[src/hw/rtl/ajrb_pkg.sv]
`timescale 1ns / 1ps
// Shared constants, codes and types of the audio jitter ring buffer.
package ajrb_pkg;

   localparam int RING_DEPTH = 32768;
   localparam int PREFILL    = 4410;
   localparam int BLOCK_MAX  = 64;

   // The ring depth is a power of two, so pointers wrap by truncation.
   localparam int ADDR_W    = $clog2(RING_DEPTH);
   localparam int LEVEL_W   = $clog2(RING_DEPTH + 1);
   localparam int REG_W     = 16;
   localparam int CMP_W     = (LEVEL_W > REG_W) ? LEVEL_W : REG_W;
   localparam int SAMPLE_W  = 24;
   localparam int FRAME_W   = 4 * SAMPLE_W;
   localparam int BLOCK_W   = 7;
   localparam int CSR_IDX_W = 2;

   // Up to two commands queued and one streaming.
   localparam int QUEUE_DEPTH = 2;
   localparam int PEND_W      = $clog2((QUEUE_DEPTH + 1) * BLOCK_MAX + 1);

   localparam int PREFILL_LEVEL = (PREFILL > RING_DEPTH) ? RING_DEPTH : PREFILL;

   localparam logic [REG_W-1:0] TARGET_RESET = 16'd4410;
   localparam logic [REG_W-1:0] HIGH_RESET   = 16'd8820;
   localparam logic [REG_W-1:0] TRIM_RESET   = 16'd441;

   localparam logic [CSR_IDX_W-1:0] REG_TARGET = 2'd0;
   localparam logic [CSR_IDX_W-1:0] REG_HIGH   = 2'd1;
   localparam logic [CSR_IDX_W-1:0] REG_TRIM   = 2'd2;

   localparam logic MODE_PUSH = 1'b0;
   localparam logic MODE_PULL = 1'b1;

   typedef enum logic {
      FRONT_IDLE,
      FRONT_TRIM
   } front_state_type;

   typedef enum logic {
      BACK_IDLE,
      BACK_RUN
   } back_state_type;

   typedef struct packed {
      logic [ADDR_W-1:0]  base;
      logic [BLOCK_W-1:0] frames;
      logic               silent;
      logic [REG_W-1:0]   level;
   } cmd_type;

   typedef struct packed {
      logic               en;
      logic [ADDR_W-1:0]  addr;
      logic [FRAME_W-1:0] data;
   } ram_wr_type;

   typedef struct packed {
      logic full;
      logic empty;
   } queue_status_type;

endpackage

[src/hw/rtl/ajrb_front.sv]
`timescale 1ns / 1ps
// Front part: takes items, keeps the ring pointers and level, writes pushes, issues pulls.
module ajrb_front (
   input  logic                                   clock,
   input  logic                                   reset,
   input  logic                                   start,
   output logic                                   busy,
   input  logic                                   req_mode,
   input  logic signed [ajrb_pkg::SAMPLE_W-1:0]   req_in_ch0,
   input  logic signed [ajrb_pkg::SAMPLE_W-1:0]   req_in_ch1,
   input  logic signed [ajrb_pkg::SAMPLE_W-1:0]   req_in_ch2,
   input  logic signed [ajrb_pkg::SAMPLE_W-1:0]   req_in_ch3,
   input  logic                                   req_burst_end,
   input  logic [ajrb_pkg::BLOCK_W-1:0]           req_block_frames,
   input  logic                                   csr_we,
   input  logic [ajrb_pkg::CSR_IDX_W-1:0]         csr_index,
   input  logic [ajrb_pkg::REG_W-1:0]             csr_wdata,
   input  ajrb_pkg::queue_status_type             q_status,
   output logic                                   q_push,
   output ajrb_pkg::cmd_type                      q_cmd,
   input  logic                                   frame_taken,
   output ajrb_pkg::ram_wr_type                   ram_wr,
   output logic [ajrb_pkg::LEVEL_W-1:0]           low_written
);

   localparam int AW  = ajrb_pkg::ADDR_W;
   localparam int LW  = ajrb_pkg::LEVEL_W;
   localparam int CW  = ajrb_pkg::CMP_W;
   localparam int BW  = ajrb_pkg::BLOCK_W;
   localparam int PW  = ajrb_pkg::PEND_W;
   localparam int RW  = ajrb_pkg::REG_W;

   ajrb_pkg::front_state_type state_ff, state_in;
   logic [AW-1:0] read_ptr_ff, read_ptr_in;
   logic [AW-1:0] write_ptr_ff, write_ptr_in;
   logic [LW-1:0] fill_ff, fill_in;
   logic          buffering_ff, buffering_in;
   logic [LW-1:0] low_written_ff, low_written_in;
   logic [PW-1:0] pending_ff, pending_in;
   logic [LW-1:0] gap_ff, gap_in;
   logic [RW-1:0] target_ff, high_ff, trim_ff;

   logic          accept;
   logic          ring_hazard;
   logic [BW-1:0] frames;
   logic          silence;
   logic [CW-1:0] fill_cmp;
   logic [CW-1:0] excess;
   logic [CW-1:0] discard;
   logic [PW-1:0] pend_add;

   // A push is held while its slot may still hold frames the back part has not read.
   // Slots trimmed away while frames still wait to be read lie between those frames and
   // the write pointer, so they count against the free space until the back part catches up.
   assign ring_hazard = ((LW + 2)'(fill_ff) + (LW + 2)'(pending_ff) + (LW + 2)'(gap_ff))
                        >= (LW + 2)'(ajrb_pkg::RING_DEPTH);
   assign busy   = (state_ff == ajrb_pkg::FRONT_TRIM) || q_status.full
                   || ((pending_ff != '0) && ring_hazard);
   assign accept = start && !busy;
   assign fill_cmp = CW'(fill_ff);

   always_comb begin
      frames = req_block_frames;
      if (req_block_frames == '0) begin
         frames = BW'(1);
      end else if (req_block_frames > BW'(ajrb_pkg::BLOCK_MAX)) begin
         frames = BW'(ajrb_pkg::BLOCK_MAX);
      end
   end

   always_comb begin
      excess  = fill_cmp - CW'(target_ff);
      discard = (excess > CW'(trim_ff)) ? CW'(trim_ff) : excess;
   end

   always_comb begin
      state_in       = state_ff;
      read_ptr_in    = read_ptr_ff;
      write_ptr_in   = write_ptr_ff;
      fill_in        = fill_ff;
      buffering_in   = buffering_ff;
      low_written_in = low_written_ff;
      gap_in         = gap_ff;
      silence        = 1'b0;
      pend_add       = '0;
      q_push         = 1'b0;
      q_cmd          = '0;
      ram_wr.en      = 1'b0;
      ram_wr.addr    = write_ptr_ff;
      ram_wr.data    = {req_in_ch3, req_in_ch2, req_in_ch1, req_in_ch0};

      case (state_ff)
         ajrb_pkg::FRONT_IDLE: begin
            if (accept && req_mode == ajrb_pkg::MODE_PUSH) begin
               if (fill_ff < LW'(ajrb_pkg::RING_DEPTH)) begin
                  ram_wr.en    = 1'b1;
                  write_ptr_in = write_ptr_ff + AW'(1);
                  fill_in      = fill_ff + LW'(1);
                  // Prefill slots become real data in address order on the first lap.
                  if (LW'(write_ptr_ff) == low_written_ff
                      && low_written_ff < LW'(ajrb_pkg::PREFILL_LEVEL)) begin
                     low_written_in = low_written_ff + LW'(1);
                  end
                  if (req_burst_end) begin
                     state_in = ajrb_pkg::FRONT_TRIM;
                  end
               end
            end else if (accept) begin
               if (buffering_ff) begin
                  if (fill_cmp >= CW'(target_ff)) begin
                     buffering_in = 1'b0;
                  end else begin
                     silence = 1'b1;
                  end
               end
               if (!silence && fill_cmp < CW'(frames)) begin
                  buffering_in = 1'b1;
                  silence      = 1'b1;
               end
               q_push        = 1'b1;
               q_cmd.base    = read_ptr_ff;
               q_cmd.frames  = frames;
               q_cmd.silent  = silence;
               q_cmd.level   = RW'(fill_ff);
               if (!silence) begin
                  read_ptr_in = read_ptr_ff + AW'(frames);
                  fill_in     = fill_ff - LW'(frames);
                  q_cmd.level = RW'(fill_ff - LW'(frames));
                  pend_add    = PW'(frames);
               end
            end
         end
         ajrb_pkg::FRONT_TRIM: begin
            if (fill_cmp > CW'(high_ff) && fill_cmp > CW'(target_ff)) begin
               read_ptr_in = read_ptr_ff + AW'(discard);
               fill_in     = fill_ff - LW'(discard);
               gap_in      = gap_ff + LW'(discard);
            end
            state_in = ajrb_pkg::FRONT_IDLE;
         end
         default: begin
            state_in = ajrb_pkg::FRONT_IDLE;
         end
      endcase

      pending_in = pending_ff + pend_add - (frame_taken ? PW'(1) : PW'(0));
      if (pending_in == '0) begin
         gap_in = '0;
      end
   end

   always_ff @(posedge clock) begin
      if (reset) begin
         state_ff       <= ajrb_pkg::FRONT_IDLE;
         read_ptr_ff    <= '0;
         write_ptr_ff   <= AW'(ajrb_pkg::PREFILL % ajrb_pkg::RING_DEPTH);
         fill_ff        <= LW'(ajrb_pkg::PREFILL_LEVEL);
         buffering_ff   <= 1'b0;
         low_written_ff <= '0;
         pending_ff     <= '0;
         gap_ff         <= '0;
      end else begin
         state_ff       <= state_in;
         read_ptr_ff    <= read_ptr_in;
         write_ptr_ff   <= write_ptr_in;
         fill_ff        <= fill_in;
         buffering_ff   <= buffering_in;
         low_written_ff <= low_written_in;
         pending_ff     <= pending_in;
         gap_ff         <= gap_in;
      end
   end

   always_ff @(posedge clock) begin
      if (reset) begin
         target_ff <= ajrb_pkg::TARGET_RESET;
         high_ff   <= ajrb_pkg::HIGH_RESET;
         trim_ff   <= ajrb_pkg::TRIM_RESET;
      end else if (csr_we) begin
         case (csr_index)
            ajrb_pkg::REG_TARGET: target_ff <= csr_wdata;
            ajrb_pkg::REG_HIGH:   high_ff   <= csr_wdata;
            ajrb_pkg::REG_TRIM:   trim_ff   <= csr_wdata;
            default: ;
         endcase
      end
   end

   assign low_written = low_written_ff;

endmodule

[config.mk]
export PLATFORM = sky130hd
export DESIGN_NAME = ajrb_front
export DESIGN_NICKNAME = d
export VERILOG_FILES = /design/src/hw/rtl/ajrb_pkg.sv /design/src/hw/rtl/ajrb_front.sv
export SDC_FILE = /design/constraint.sdc
export NUM_CORES = 1
export LEC_CHECK = 0
export ABC_AREA = 1
export BUFFER_PORTS_ARGS = -buffer_cell sky130_fd_sc_hd__buf_2
export CORE_MARGIN = 5
export CORE_UTILIZATION = 39
export CTS_CLUSTER_SIZE = 10
export DETAILED_ROUTE_END_ITERATION = 10
export PLACE_DENSITY = 0.57
export SYNTH_ARGS = -nofsm -noshare
export SYNTH_HDL_FRONTEND = slang
export SYNTH_SLANG_ARGS = --single-unit
[constraint.sdc]
create_clock -name clock -period 10.45 [get_ports clock]
set_input_delay 2.09 -clock clock [delete_from_list [all_inputs] [get_ports clock]]
set_output_delay 2.09 -clock clock [all_outputs]
set_load 0.05 [all_outputs]
==> out/qor.yml, run 1 <==
run_status:
  status: "complete, no violations"
placed_design:
  dp.cells: 2366
  place_congestion: 0.886
  port_buffers: 105
  hpwl_um: 30000
  placed_cell_area_um2: 13200
logic_synthesis:
  synthArstFlopShare_pct: 0
  dominantRegCellSynth: "dfxtp_1"
  synth-seq-cells: 136
  synth.cell_area_um2: 12900
  synth.area.top_cells: "dfxtp_1 21%, ha_1 13%, nand2_1 12%"
  synth-edff-count: 0
  syn-num-nets: 2235
  synth_common_cells: "399 x nand2_1, 258 x inv_1, 195 x a21oi_1"
  seq_area_frac_synth_pct: 21.1
  synth_top_area_share_pct: 21.1
  yosysMostFrequentCell: "nand2_1"
  synth_top_cell_by_area: "dfxtp_1"
  syn_inst: 1951
  postSynthAreaPerCell_um2: 6.62
  post_synth_num_cell_types: 53
  yosysWarningCount: 0
global_routing:
  grtUsageMet3_pct: 3.13
  antenna_found_initial: 0
  grt_max_degree: 82
  grt_most_used_layer: "met2"
  met1_usage_pct: 29.2
  grtUsageTotal_pct: 20.7
  grt.overflow.total: 0
  grt_pass1_wl_um: 60500
  met2_usage_pct: 33.2
  grt_pass1_vias: 11300
timing:
  tns_ns: 0
  max_freq_mhz: 137
  finClkSkew_ns: 0.0134
  finalWorstPathRequiredPeriod_ns: 7.29
  slew_headroom_pct: 34.9
  worstMarginPinSlew_ns: 0.973
  rsz0062_at_grt: "no"
  slew_viol_final: 0
  hold_violations: 0
  fin_crit_sh_pct: 69.8
  finalSetupViolations: 0
routing:
  drc: 0
  ant_nets: 0
  wl_per_cell_um: 16.1
  drt_wl_total_um: 38700
  via_per_inst: 5.07
  drtIter0Drc: 755
  vias: 12200
  dr.pass1.iters: 6
cts:
  clockBufferDepth: 2
  postCtsSetupBuffers: 0
  tritoncts: "done"
  clockRootBuffer: "clkbuf_16"
  htree_num_levels: 4
  clk_pin_slew_worst_paths_ns: 0.07
  clock_sinks: 136
  ctsHoldBuffers: 0
  cts_resized: 0
  cts-buffers-inserted: 17
  clk_latency_ns: 0.44
layout:
  drive_above_1_share_pct: 9.97
  nets: 2227
  area_delta_synth_final_pct: 6.64
  fin_area_um2: 13800
  diodes: 0
  final_core_util_pct: 42.2
  instances_no_fill: 2398
critical_path:
  reg2reg_to: "fill_cmp[12]"
  startpoint_type: "input port"
  crit_path_end: "q_cmd[7]"
  crit_required_ns: 8.36
  critPathLaunch: "req_block_frames[5]"
  cp_max_fo: 21
  reg2reg_depth: 34
  worstPathArrival_ns: 5.20
  r2r_start: "fill_cmp[0]"
  r2r_slack_ns: 3.69
  crit_type: "in2out"
  setup.worst_path.end_class: "output port"
flow_run:
  drv_cap: 0
die:
  die_w_um: 192
  ioPinCount: 299
  initial_core_util_pct: 39.6
  design.die.area_um2: 36900
  rows: 66
  dieHeight_um: 192
  core_um2: 32600
power_and_ir_drop:
  p_leak_nw: 6.78
  vdd_drop_max_v: 0.000159
  p_per_area_nw_per_um2: 197
worst_hold_path:
  hp-class: "reg2reg"
[cells by family after synthesis]
group           share of synthesized area [%]
compound gates                           17.1
xor+xnor                                 6.37
fa+ha+maj                                15.8
buf+inv                                  15.5
flops                                    21.1
simple gates                             24.1
[where the power goes]
part,internal [mW],total [mW],switching [mW],leakage [nW]
clock,0.360,0.635,0.275,0.291
sequential,0.557,0.588,0.0311,1.11
combinational,0.517,1.49,0.975,5.38
total,1.43,2.72,1.28,6.78
[cell usage in the layout, fill, tap and decap left out, types with 3 or more instances in the layout]
master	instances
o21a_1	5
xor2_1	63
o21ai_1	15
nor4_1	4
buf_4	23
nand3_2	3
nand3b_1	3
nand3_1	88
a21oi_1	195
or2_2	5
o21bai_1	6
nand2_2	6
fa_1	15
dfxtp_1	136
o21ai_0	121
a21boi_0	6
ha_1	139
clkinv_4	4
inv_2	8
nand2_1	399
inv_6	4
a31oi_1	5
nand4_1	19
inv_1	258
clkbuf_16	17
a21o_1	4
xnor2_1	31
o31ai_1	3
inv_8	3
nor2_1	167
buf_2	105
nor3_1	40
a211oi_1	3
o211ai_1	24
[per-layer routing]
layer	wire [µm]	part of all wire, %	up-vias
met2	17500	45	311
met1	18400	48	5530
met3	2080	5.4	52
li1	-	-	6263
met4	697	1.8	0
met5	0	0	-
[layout make-up]
cell class,instances,area (µm²)
sequential,136,2720
clock inverter,15,179
fill,3499,18800
inverter,268,1010
timing repair buffer,128,698
tap,442,553
multi-input combinational,1392,8190
clock buffer,17,425
[worst min-delay path by stage]
stage | startpoint | to | depth (start not counted)
floorplan | high_ff[10] | high_ff[10] | 2
detailed placement | low_written[14] | low_written[14] | 2
global route | low_written[15] | low_written[15] | 2
finish | low_written[14] | low_written[14] | 2
global placement | low_written[14] | low_written[14] | 2
CTS | low_written[14] | low_written[14] | 2
[flip-flops by register name, summed over array words and instances (netlist names), 8 cells and up]
register / flops
fill_cmp: 16
gap_ff: 16
high_ff: 16
low_written: 16
pending_ff: 8
read_ptr_ff: 15
target_ff: 16
trim_ff: 16
write_ptr_ff: 15
[stage by stage]
step                hold slack (ns)  power [mW]  setup WS [ns]
global route                  0.463        2.95           2.84
floorplan                     0.435        1.80           3.60
global placement              0.423        2.06           3.21
detailed placement            0.425        2.07           3.22
CTS                           0.437        2.72           3.20
finish                        0.437        2.72           3.16
[worst max-delay path, cell delays in order]
cell and delay, ns:
buf_2 0.09, nor2_1 0.04, nand4_1 0.11, nor2_1 0.05, o21ai_0 0.35, inv_1 0.10
ha_1 0.23, inv_1 0.09, fa_1 0.23, inv_1 0.07, o21ai_2 0.21, nand2_1 0.07
nand2_1 0.13, inv_1 0.05, nand2_1 0.06, nand2_2 0.21, inv_2 0.38, nand2_1 0.09
nand2_1 0.07, nand2_1 0.09, nor2_1 0.10, buf_2 0.27
Note: power is estimated with default switching activity, not from simulation.
==> inputs of run 2 (changes only) <==
Clock period 10.45 ns to 7.04 ns, I/O delays scaled along.
==> run 2 against run 1 <==
Against the previous run: register-to-register slack worse by 2.8 ns; sequential power is 49% higher; non-clock buffer count is 9 higher; wire length is 1.3% higher; sequential cell count stayed put; cell count is 0.33% higher; setup slack worse by 2.3 ns; critical path depth is 17 higher; via count is 0.35% higher; core utilization is 0.24 points higher; clock power is 51% higher.
==> out/qor.yml, run 2 (synthesis gave the netlist of run 1 again) <==
run_status:
  status: "complete, no violations"  # unchanged
critical_path:
  setup.worst_path.end_class: "flop"  # was output port
  crit_required_ns: 7.37  # was 8.36 ns
  cp_slowest_stage_delay_ns: 0.69  # was 0.38 ns
  startpoint_type: "flop"  # was input port
  crit_type: "reg2reg"  # was in2out
  r2r_start: "fill_cmp[0]"  # unchanged
  cp_max_fo: 30  # was 21
  r2r_slack_ns: 0.91  # was 3.69 ns
  reg2reg_to: "fill_cmp[11]"  # was fill_cmp[12]
  reg2reg_depth: 39  # was 34
  cp_common_cell: "nand2_1"  # unchanged
  cpMaxStageDelayCell: "o21ai_0"  # was inv_2
  critPathLaunch: "fill_cmp[0]"  # was req_block_frames[5]
  worstPathArrival_ns: 6.46  # was 5.20 ns
layout:
  num-fill-cells: 3533  # was 3,499
  drive_above_1_share_pct: 10.3  # was 9.97%
  layout_common_cells: "399 x nand2_1, 258 x inv_1, 195 x a21oi_1, 167 x nor2_1, 139 x ha_1"  # unchanged
  nets: 2236  # was 2,227
  diodes: 0  # unchanged
  final_common_cell: "nand2_1"  # unchanged
  fin_area_um2: 13900  # was 13,800 µm²
  area_delta_synth_final_pct: 7.25  # was 6.64%
flow_run:
  drv_cap: 0  # unchanged
power_and_ir_drop:
  p_per_area_nw_per_um2: 295  # was 197 nW/µm²
  p_leak_nw: 6.84  # was 6.78 nW
  vdd_drop_max_v: 0.000210  # was 0.000159 V
  power_mw: 4.08  # was 2.72 mW
timing:
  finalWorstPathRequiredPeriod_ns: 6.13
  hold_violations: 0  # unchanged
  worst_slack_ns: 0.907  # was 3.16 ns
  whs_ns: 0.435  # was 0.437 ns
  fin_crit_sh_pct: 87.1
  max_freq_mhz: 163
  rsz0062_at_grt: "no"  # unchanged
  finalSetupViolations: 0  # unchanged
  slew_viol_final: 0  # unchanged
  finClkSkew_ns: 0.0127  # was 0.0134 ns
  slew_headroom_pct: 35.6  # was 34.9%
  worstMarginPinSlew_ns: 0.957  # was 0.973 ns
  tns_ns: 0  # unchanged
placed_design:
  hpwl_um: 31000  # was 30,000 µm
  place_ws_ns: 0.784  # was 3.22 ns
  port_buffers: 105  # unchanged
  placed_cell_area_um2: 13200  # about the same
  place_congestion: 0.912  # was 0.886
global_routing:
  grt_max_degree: 82  # unchanged
  antenna_found_initial: 0  # unchanged
  grt_pass1_wl_um: 60400  # was 60,500 µm
  grt.overflow.total: 0  # unchanged
  grt_pass1_vias: 11200  # was 11,300
  grtUsageTotal_pct: 20.8  # was 20.7%
die:
  initial_core_util_pct: 39.6  # unchanged
  die_w_um: 192  # unchanged
  design.die.area_um2: 36900  # unchanged
  core_um2: 32600  # unchanged
  rows: 66  # unchanged
  ioPinCount: 299  # unchanged
  dieHeight_um: 192  # unchanged
routing:
  ant_nets: 0  # unchanged
  wl_per_cell_um: 16.3  # was 16.1 µm
  vias: 12200  # about the same
  dr.pass1.iters: 5  # was 6
  drt_wl_total_um: 39200  # was 38,700 µm
  drtIter0Drc: 772  # was 755
  via_per_inst: 5.07  # about the same
  drc: 0  # unchanged
cts:
  htree_num_levels: 4  # unchanged
  cts_resized: 0  # unchanged
  clock_sinks: 136  # unchanged
  clk_pin_slew_worst_paths_ns: 0.06  # was 0.07 ns
  tritoncts: "done"  # unchanged
  ctsHoldBuffers: 0  # unchanged
  clockRootBuffer: "clkbuf_16"  # unchanged
  postCtsSetupBuffers: 0  # unchanged
  cts-buffers-inserted: 17  # unchanged
  clk_latency_ns: 0.44  # about the same
  clockBufferDepth: 2  # unchanged
worst_hold_path:
  whs_path_depth: 2  # unchanged
  hp-class: "reg2reg"  # unchanged
  whs_endpoint: "low_written[14]"  # unchanged
  hold_start: "low_written[14]"  # unchanged
## run 2: worst max-delay path by stage
stage | end | cells past startpoint
3_5_place_dp | gap_ff[10] | 33
2_1_floorplan | gap_ff[15] | 30
3_3_place_gp | gap_ff[9] | 33
4_1_cts | gap_ff[11] | 30
5_1_grt | gap_ff[13] | 28
6_report | fill_cmp[11] | 39
## run 2: area by class of cell
type                            count  area, µm²  area share, %
Inverter                          268       1010           7.28
Clock inverter                     11        148           1.07
Timing Repair Buffer              137        766           5.53
Sequential cell                   136       2720           19.7
Tap cell                          442        553           3.99
Clock buffer                       20        467           3.37
Multi-Input combinational cell   1392       8190           59.1
## run 2: critical path: cells and delay by family (launching register included)
family,cells,cell delay [ns]
AND/OR/NAND/NOR,21,1.67
AO/OA/AOI/OAI,5,1.61
adder cells (fa/ha/maj),4,1.28
buffers and inverters,8,0.93
flip-flops,1,0.36
XOR/XNOR,1,0.18
## run 2: through the flow
stage          std cells  utilization, %
3_3_place_gp        2375            40.6
4_1_cts             2406            42.5
2_1_floorplan       1951               -
5_1_grt             2406            42.5
6_report            2406            42.5
3_5_place_dp        2375            40.6
## run 2: where the power goes
group	internal (mW)	leakage [nW]	switching [mW]
sequential	0.827	1.11	0.0514
combinational	0.785	5.42	1.46
clock	0.584	0.302	0.374
## run 2: routing by layer
| layer | up-vias | wire length (µm) | track usage [%] |
|---|---|---|---|
| met5 | - | 0 | 0 |
| met4 | 0 | 1210 | 7.24 |
| met3 | 72 | 2070 | 3.73 |
| met2 | 300 | 17100 | 32.1 |
| met1 | 5560 | 18800 | 29.2 |
| li1 | 6267 | - | - |
==> inputs of run 3 (changes only) <==
Settings changed: CORE_ASPECT_RATIO from default to 0.5.
==> run 3 against run 2 <==
Against the previous run: largest cell class unchanged; clock-buffer cell count unchanged; critical path depth decreased by 4; clock skew increased by 0.0019 ns.
==> out/qor.yml, run 3 (synthesis gave the netlist of run 1 again) <==
layout:
  area_delta_synth_final_pct: 7.04  # was 7.25%
  drive_above_1_share_pct: 10.3  # about the same
  final_common_cell: "nand2_1"  # unchanged
  seqCellArea_um2: 2720  # unchanged
  multi_input_area_um2: 8190  # unchanged
  diodes: 0  # unchanged
  num-fill-cells: 3542  # was 3,533
  nets: 2236  # unchanged
  layout_common_cells: "399 x nand2_1, 258 x inv_1, 195 x a21oi_1, 167 x nor2_1, 139 x ha_1"  # unchanged
cts:
  postCtsSetupBuffers: 0  # unchanged
  clk_latency_ns: 0.45  # was 0.44 ns
  clockRootBuffer: "clkbuf_16"  # unchanged
  cts_resized: 0  # unchanged
  htree_num_levels: 4  # unchanged
  clockBufferDepth: 2  # unchanged
  tritoncts: "done"  # unchanged
  ctsHoldBuffers: 0  # unchanged
  clk_pin_slew_worst_paths_ns: 0.07  # was 0.06 ns
  clock_sinks: 136  # unchanged
  cts-buffers-inserted: 17  # unchanged
timing:
  worst_slack_ns: 0.809  # was 0.907 ns
  slew_viol_final: 0  # unchanged
  finClkSkew_ns: 0.0146  # was 0.0127 ns
  worstMarginPinSlew_ns: 1.02  # was 0.957 ns
  slew_headroom_pct: 31.4  # was 35.6%
  tns_ns: 0  # unchanged
  whs_ns: 0.442  # was 0.435 ns
  max_freq_mhz: 160  # was 163 MHz
  finalWorstPathRequiredPeriod_ns: 6.23  # was 6.13 ns
  rsz0062_at_grt: "no"  # unchanged
  fin_crit_sh_pct: 88.5  # was 87.1%
  hold_violations: 0  # unchanged
  finalSetupViolations: 0  # unchanged
routing:
  drt_wl_total_um: 39200  # about the same
  via_per_inst: 5.09  # was 5.07
  drtIter0Drc: 915  # was 772
  wl_per_cell_um: 16.3  # about the same
  vias: 12300  # was 12,200
  dr.pass1.iters: 5  # unchanged
  ant_nets: 0  # unchanged
  drc: 0  # unchanged
placed_design:
  port_buffers: 105  # unchanged
  place_ws_ns: 0.639  # was 0.784 ns
  hpwl_um: 30800  # was 31,000 µm
  place_congestion: 0.960  # was 0.912
worst_hold_path:
  hold_start: "low_written[15]"  # was low_written[14]
  hp-class: "reg2reg"  # unchanged
  whs_endpoint: "low_written[15]"  # was low_written[14]
  whs_path_depth: 2  # unchanged
global_routing:
  grt_max_degree: 82  # unchanged
  grtUsageTotal_pct: 20.9  # was 20.8%
  antenna_found_initial: 0  # unchanged
  grt_pass1_vias: 11400  # was 11,200
  grt.overflow.total: 0  # unchanged
  grt_pass1_wl_um: 61600  # was 60,400 µm
critical_path:
  cp_common_cell: "nand2_1"  # unchanged
  setup.worst_path.end_class: "flop"  # unchanged
  r2r_slack_ns: 0.81  # was 0.91 ns
  cpMaxStageDelayCell: "o21ai_0"  # unchanged
  reg2reg_depth: 35  # was 39
  worstPathArrival_ns: 6.57  # was 6.46 ns
  crit_type: "reg2reg"  # unchanged
  cp_slowest_stage_delay_ns: 0.82  # was 0.69 ns
  r2r_start: "fill_cmp[2]"  # was fill_cmp[0]
  reg2reg_to: "fill_cmp[11]"  # unchanged
  startpoint_type: "flop"  # unchanged
  cp_max_fo: 30  # unchanged
  crit_required_ns: 7.38  # was 7.37 ns
die:
  core_um2: 32900  # was 32,600 µm²
  die_w_um: 267  # was 192 µm
  initial_core_util_pct: 39.3  # was 39.6%
  rows: 47  # was 66
  ioPinCount: 299  # unchanged
  dieHeight_um: 139  # was 192 µm
  design.die.area_um2: 37100  # was 36,900 µm²
power_and_ir_drop:
  p_per_area_nw_per_um2: 295  # about the same
  p_leak_nw: 6.82  # was 6.84 nW
  vdd_drop_max_v: 0.000219  # was 0.000210 V
run_status:
  status: "complete, no violations"  # unchanged
flow_run:
  drv_cap: 0  # unchanged
-- run 3: cell types whose count changed in the layout (fill, tap and decap cells not counted), sizes merged --
cell and delta:
clkinv -4, bufinv -1, inv +4, clkinvlp +2
-- run 3: report_power, final --
| part | leakage, nW | internal [mW] | switching [mW] | total, mW |
|---|---|---|---|---|
| clock | 0.280 | 0.537 | 0.389 | 0.926 |
| sequential | 1.11 | 0.827 | 0.0604 | 0.887 |
| combinational | 5.43 | 0.795 | 1.47 | 2.26 |
-- run 3: how the worst max path moves through the flow --
stage                     cells past startpoint                start  slack [ns]            to
final                                        35          fill_cmp[2]        0.81  fill_cmp[11]
after global routing                         35          fill_cmp[2]        0.22  fill_cmp[11]
after CTS                                    30          fill_cmp[1]        0.97     gap_ff[9]
after detailed placement                     33  req_block_frames[5]        0.64    gap_ff[14]
after global placement                       33  req_block_frames[5]        0.68    gap_ff[13]
after floorplan                              30          fill_cmp[1]        0.78    gap_ff[15]
-- run 3: metal layers --
layer / vias up / routed length, µm / track usage (%)
met2: 286 / 17400 / 33.6
met4: 0 / 1520 / 8.78
met1: 5579 / 18100 / 27.4
met5: - / 0 / 0
met3: 106 / 2180 / 4.01
li1: 6279 / - / -
-- run 3: layout make-up --
cell class | instances | area share [%]
inverter | 268 | 7.29
timing repair buffer | 137 | 5.54
tap | 441 | 3.99
clock inverter | 12 | 1.03
multi-input combinational | 1392 | 59.2
clock buffer | 20 | 3.23
sequential | 136 | 19.7
-- run 3: critical path: cells and delay by family (launching register included) --
| family | cells | cell delay [ns] |
|---|---|---|
| fa+ha+maj | 3 | 1.06 |
| simple gates | 18 | 1.51 |
| buf+inv | 6 | 0.74 |
| flops | 1 | 0.41 |
| xor+xnor | 1 | 0.17 |
| compound gates | 7 | 2.23 |
-- run 3: metrics by stage --
| step | cells | cell area (µm²) | utilization (%) | total power [mW] |
|---|---|---|---|---|
| final | 2406 | 13800 | 42.1 | 4.08 |
| after global routing | 2406 | 13800 | 42.1 | 4.42 |
| after CTS | 2406 | 13800 | 42.1 | 4.07 |
| after detailed placement | 2374 | 13200 | 40.3 | 3.13 |
| after global placement | 2374 | 13200 | 40.3 | 3.12 |
| after floorplan | 1951 | 12900 | - | 2.67 |
